File: src/rtl/core/lcg_random_permutation_generator_core_macros.svh
// Assertion macros for the permutation generator core.
// Used by the top level only; assertions are dropped when SYNTHESIS is defined.
`ifndef LCG_RANDOM_PERMUTATION_GENERATOR_CORE_MACROS_SVH
`define LCG_RANDOM_PERMUTATION_GENERATOR_CORE_MACROS_SVH

`ifndef SYNTHESIS
`define LRPG_ASSERT(label, prop) \
  label: assert property (@(posedge clk_i) disable iff (!rst_ni) prop) \
    else $error("lrpg assertion failed");
`define LRPG_ASSERT_NEVER(label, expr) \
  label: assert property (@(posedge clk_i) disable iff (!rst_ni) !(expr)) \
    else $error("lrpg forbidden condition seen");
`else
`define LRPG_ASSERT(label, prop)
`define LRPG_ASSERT_NEVER(label, expr)
`endif

`endif

File: src/rtl/core/lrpg_pkg.sv
// Shared constants and types of the permutation generator core.
// No dependencies; imported by the controller, datapath and top level.
package lrpg_pkg;

  localparam int unsigned MAX_ENTRIES_DEF = 1024;

  localparam int unsigned GEN_W      = 64;
  localparam int unsigned SEED_W     = 31;
  localparam int unsigned LCG_MUL_W  = 35;
  localparam logic [LCG_MUL_W-1:0] LCG_MUL = 35'h5_DEEC_E66D;
  localparam logic [GEN_W-1:0] LCG_ADD  = 64'd11;
  // The generator step clears bit 49 only.
  localparam logic [GEN_W-1:0] GEN_MASK = ~(64'd2 << 48);
  localparam int unsigned DRAW_SHIFT = 16;
  localparam int unsigned DRAW_W     = GEN_W - DRAW_SHIFT;
  localparam int unsigned DIV_CNT_W  = $clog2(DRAW_W);

  localparam int unsigned DIGIT_W    = 16;
  localparam int unsigned MUL_STEPS  = GEN_W / DIGIT_W;
  localparam int unsigned MUL_CNT_W  = $clog2(MUL_STEPS);
  localparam int unsigned PROD_W     = DIGIT_W + LCG_MUL_W;

  localparam logic [1:0] CMD_APPEND  = 2'd0;
  localparam logic [1:0] CMD_READ    = 2'd1;
  localparam logic [1:0] CMD_RESTART = 2'd2;

  localparam logic [1:0] STATUS_OK    = 2'd0;
  localparam logic [1:0] STATUS_FULL  = 2'd1;
  localparam logic [1:0] STATUS_RANGE = 2'd2;

  typedef struct packed {
    logic capture;
    logic restart;
    logic mul_start;
    logic mul_step;
    logic gen_load;
    logic div_step;
    logic mem_rd;
    logic wr_slot_n;
    logic wr_slot_j;
    logic out_load;
  } dp_cmd_t;

  typedef struct packed {
    logic [1:0] op;
    logic       full;
    logic       idx_ok;
    logic       mul_last;
    logic       div_last;
  } dp_status_t;

endpackage

File: src/rtl/core/lrpg_ctrl.sv
// Controller state machine of the permutation generator core.
// Depends on lrpg_pkg; drives the datapath command struct.
module lrpg_ctrl import lrpg_pkg::*; (
  input  logic       clk_i,
  input  logic       rst_ni,
  input  logic       in_valid_i,
  output logic       in_ready_o,
  output logic       out_valid_o,
  input  logic       out_ready_i,
  input  dp_status_t status_i,
  output dp_cmd_t    cmd_o
);

  typedef enum logic [3:0] {
    S_IDLE,
    S_DECODE,
    S_MUL,
    S_GEN,
    S_DIV,
    S_RD,
    S_WR_MOVE,
    S_WR_NEW,
    S_RESULT
  } state_e;

  state_e state_q, state_d;
  logic   out_valid_q;

  assign in_ready_o  = (state_q == S_IDLE);
  assign out_valid_o = out_valid_q;

  always_comb begin
    state_d = state_q;
    cmd_o   = '0;
    case (state_q)
      S_IDLE: begin
        if (in_valid_i) begin
          cmd_o.capture = 1'b1;
          state_d       = S_DECODE;
        end
      end
      S_DECODE: begin
        state_d = S_RESULT;
        case (status_i.op)
          CMD_APPEND: begin
            if (!status_i.full) begin
              cmd_o.mul_start = 1'b1;
              state_d         = S_MUL;
            end
          end
          CMD_READ: begin
            cmd_o.mem_rd = status_i.idx_ok;
          end
          CMD_RESTART: begin
            cmd_o.restart = 1'b1;
          end
          default: ;
        endcase
      end
      S_MUL: begin
        cmd_o.mul_step = 1'b1;
        if (status_i.mul_last) begin
          state_d = S_GEN;
        end
      end
      S_GEN: begin
        cmd_o.gen_load = 1'b1;
        state_d        = S_DIV;
      end
      S_DIV: begin
        cmd_o.div_step = 1'b1;
        if (status_i.div_last) begin
          state_d = S_RD;
        end
      end
      S_RD: begin
        cmd_o.mem_rd = 1'b1;
        state_d      = S_WR_MOVE;
      end
      S_WR_MOVE: begin
        cmd_o.wr_slot_n = 1'b1;
        state_d         = S_WR_NEW;
      end
      S_WR_NEW: begin
        cmd_o.wr_slot_j = 1'b1;
        state_d         = S_RESULT;
      end
      S_RESULT: begin
        // Hold the finished item until the output register is free.
        if (!out_valid_q || out_ready_i) begin
          cmd_o.out_load = 1'b1;
          state_d        = S_IDLE;
        end
      end
      default: state_d = S_IDLE;
    endcase
  end

  always_ff @(posedge clk_i or negedge rst_ni) begin
    if (!rst_ni) begin
      state_q     <= S_IDLE;
      out_valid_q <= 1'b0;
    end else begin
      state_q <= state_d;
      if (cmd_o.out_load) begin
        out_valid_q <= 1'b1;
      end else if (out_ready_i) begin
        out_valid_q <= 1'b0;
      end
    end
  end

endmodule

File: config.mk
export PLATFORM = sky130hd
export DESIGN_NAME = lrpg_ctrl
export DESIGN_NICKNAME = d
export VERILOG_FILES = /design/src/rtl/core/lcg_random_permutation_generator_core_macros.svh /design/src/rtl/core/lrpg_pkg.sv /design/src/rtl/core/lrpg_ctrl.sv
export SDC_FILE = /design/constraint.sdc
export NUM_CORES = 1
export LEC_CHECK = 0
export ABC_AREA = 1
export CELL_PAD_IN_SITES_DETAIL_PLACEMENT = 1
export CELL_PAD_IN_SITES_GLOBAL_PLACEMENT = 1
export CORE_AREA = 2 2 39 41
export CTS_CLUSTER_SIZE = 8
export DETAILED_ROUTE_END_ITERATION = 10
export DIE_AREA = 0 0 41 43
export DONT_BUFFER_PORTS = 1
export GPL_TIMING_DRIVEN = 0
export PLACE_DENSITY_LB_ADDON = 0.1
export SYNTH_ARGS = -nofsm -noshare
export SYNTH_HDL_FRONTEND = slang
export SYNTH_SLANG_ARGS = --single-unit
File: constraint.sdc
create_clock -name clk_i -period 1 [get_ports clk_i]
set_input_delay 0.05 -clock clk_i [delete_from_list [all_inputs] [get_ports clk_i]]
set_output_delay 0.05 -clock clk_i [all_outputs]
set_load 0.02 [all_outputs]
==> summary.txt <==
Place
  • PortBufs: 0
  • Placed cell area: 474 sq um
  • Final HPWL DP: 815 um
  • RePlAce Congestion: 0.700

Drt
  • Detailed Route WL: 1290 um
  • Iter 0 DRT Violations: 2
  • Residual DRC count: 0
  • Vias: 476
  • Detail Route Antenna Nets: 0
  • Drt pass-1 iters: 2
  • Wire per inst: 13.3 um
  • Via density: 4.91

Timing
  • Slew Limit Fails: 0
  • Setup TNS Final: -2890 ps
  • Fmax: 796 MHz
  • Worst-Margin Slew: 262 ps
  • Final critical-path required period: 1260 ps
  • Hold Vio Cnt, Final: 0
  • Setup WS post-layout: -256 ps
  • Worst Skew: 2.25 ps
  • Final setup violation count: 15
  • Final period utilization: 126%
  • Relative slew slack: 82.5%
  • RSZ-0062 raised after global routing: true

Cells and area
  • Syn-to-layout area delta: 90.0%
  • Final core occ: 55.2%
  • Layout cells sized above 1: 64.2%
  • Final net count: 92
  • ANT cells: 0
  • Finished layout cell area: 763 sq um

Synthesis
  • Most instantiated cells after synthesis: 11 x inv_1, 10 x nand2_1, 9 x nor2_1
  • #FFs+latches synth: 5
  • Largest family of logic cells by synthesized area: simple AND/OR/NAND/NOR gates
  • Synth warnings: 0
  • Seq/Total Area, Yosys: 31.2%
  • Most common cell in the netlist: inv_1
  • Post-synth ARST share: 100%
  • Synth Area in XOR/XNOR: 0%
  • Cell count after synthesis: 61
  • Post-Synth Simple-Gate Area: 46.1%
  • Post-synthesis compound-gate area fraction: 8.72%
  • Top cell type's share of synthesized area: 31.2%
  • Post-synthesis mux area share: 0%
  • Ys flop type: dfrtp_1
  • Synth top area cells: dfrtp_1 31%, inv_1 10%, nand2_1 9.3%
  • Post-synth EDFFs: 0
  • Area leader, netlist: dfrtp_1
  • Synth unique cells: 15
  • Post-Synth Adder-Cell Area: 0%
  • Cell area after synthesis: 402 sq um
  • Avg Cell Area, Syn: 6.58 sq um
  • Syn nets: 71

Clock tree
  • TritonCTS Buffers: 3
  • Depth of the CTS H-tree: 1
  • Clock Sinks: 5
  • Longest Clk Path Bufs: 2
  • CTS root buf: clkbuf_4
  • CTS tree: yes
  • Clock Latency Late Sink: 240 ps
  • Clock slew at reported path FFs: 40 ps

Floorplan
  • # rows: 14
  • Width of the die: 41 um
  • # IOs: 22
  • Core area: 1380 sq um
  • Die Footprint: 1760 sq um
  • Die height: 43 um
  • Initial Utilization: 29.0%

Critical path
  • Arr. time, crit path: 1210 ps
  • FF-to-FF End: state_q[0]$_DFFE_PN0P_
  • CP endpoint kind: output port
  • CP Max Fanout: 4
  • CP startpoint: state_q[3]$_DFFE_PN0P_
  • RR Startpoint: state_q[3]$_DFFE_PN0P_
  • R2R cell count: 8
  • Worst R2R Setup Slack: -240 ps
  • Worst setup path class: reg -> out
  • Crit path required time: 950 ps
  • Startpoint Class: register

Outcome
  • Outcome: finished with violations
  • Violated checks: negative setup slack

Global route
  • First-pass GRT wire length: 1920 um
  • GRT Util Overall: 16.3%
  • GRT overflow: 0
  • Largest net degree at the start of global routing: 6
  • Vias in the first global route: 454
  • Initial antenna violation count: 0

Flow run
  • Maxcap violations: 0

Hold path
  • Hold_sp: out_ready_i
  • Hold EP: state_q[3]$_DFFE_PN0P_
  • Worst hold stages: 3
  • HP Class: in -> reg

Power and ir drop
  • Power density over cell area: 3320 nW/um^2
  • VDD IR max: 1880 uV
  • Pleak: 0.334 nW
[state kept, by name (all words and copies together) (netlist names)]
| signal | cells |
|---|---|
| out_valid_o | 1 |
| state_q | 4 |
[worst max-delay path by stage]
stage                                         to  slack [ps]  cells after the start
after floorplan                         cmd_o[8]         -60                      3
after global placement                  cmd_o[6]        -170                      3
after detailed placement                cmd_o[6]        -170                      3
after CTS                               cmd_o[8]        -310                      3
after global routing      state_q[0]$_DFFE_PN0P_        -320                      8
final                                   cmd_o[8]        -260                      3
[final cells by class]
type | instances | area, sq um
fillers | 162 | 621
multi-input cells | 41 | 368
repair buffers | 16 | 156
flip-flops and latches | 5 | 129
inverters | 15 | 63.8
clock buffers | 4 | 26.3
well taps | 16 | 20.0
[layout by cell type (no fill, tap or decap), types with 3 or more instances in the layout]
cell	n
nor2_4	13
inv_1	9
buf_4	8
nand2_1	7
buf_6	5
nand3_1	4
inv_4	3
inv_2	3
clkbuf_4	3
dfrtp_2	3
[critical path, cell delays in order, from the launching register on]
cell and delay (ps):
dfrtp_2 450, nor2_4 140, nand3_4 130, nor3_4 240
[what timing repair did]
item	4_1_cts	5_1_grt
endpoints found under the setup margin	15	16
resized for setup	28	8
cloned	0	0
buffers inserted	13	2
hold buffers	2	0
pin swaps	13	8
hold endpoints to repair	6	0
[cells by family (layout without fill, tap and decap cells)]
kind of cell | Yosys count | count (layout)
compound gates | 6 | 6
buf+inv | 15 | 35
flops | 5 | 5
simple gates | 35 | 35
[layer usage]
layer	up-vias	part of all wire (%)	track usage, %
met1	228	37	20.4
li1	229	-	-
met5	-	0	0
met4	0	1.4	4.00
met2	17	56	25.9
met3	2	5.4	5.24
[stage by stage]
stage / cells / setup slack [ps] / hold WS, ps / total power [mW]
2_1_floorplan: 61 / -58.8 / -246 / 1.24
3_3_place_gp: 77 / -168 / -246 / 1.40
3_5_place_dp: 77 / -174 / -245 / 1.40
4_1_cts: 95 / -308 / 18.6 / 2.38
5_1_grt: 97 / -325 / 35.0 / 2.72
6_report: 97 / -256 / 36.0 / 2.53
[power breakdown]
part / leakage, nW / switching, mW / internal [mW] / total (mW)
clock: 0.0150 / 0.0827 / 0.151 / 0.234
sequential: 0.0617 / 0.152 / 0.294 / 0.446
combinational: 0.257 / 1.07 / 0.778 / 1.85
No activity file was read; power rests on OpenSTA's default activity.
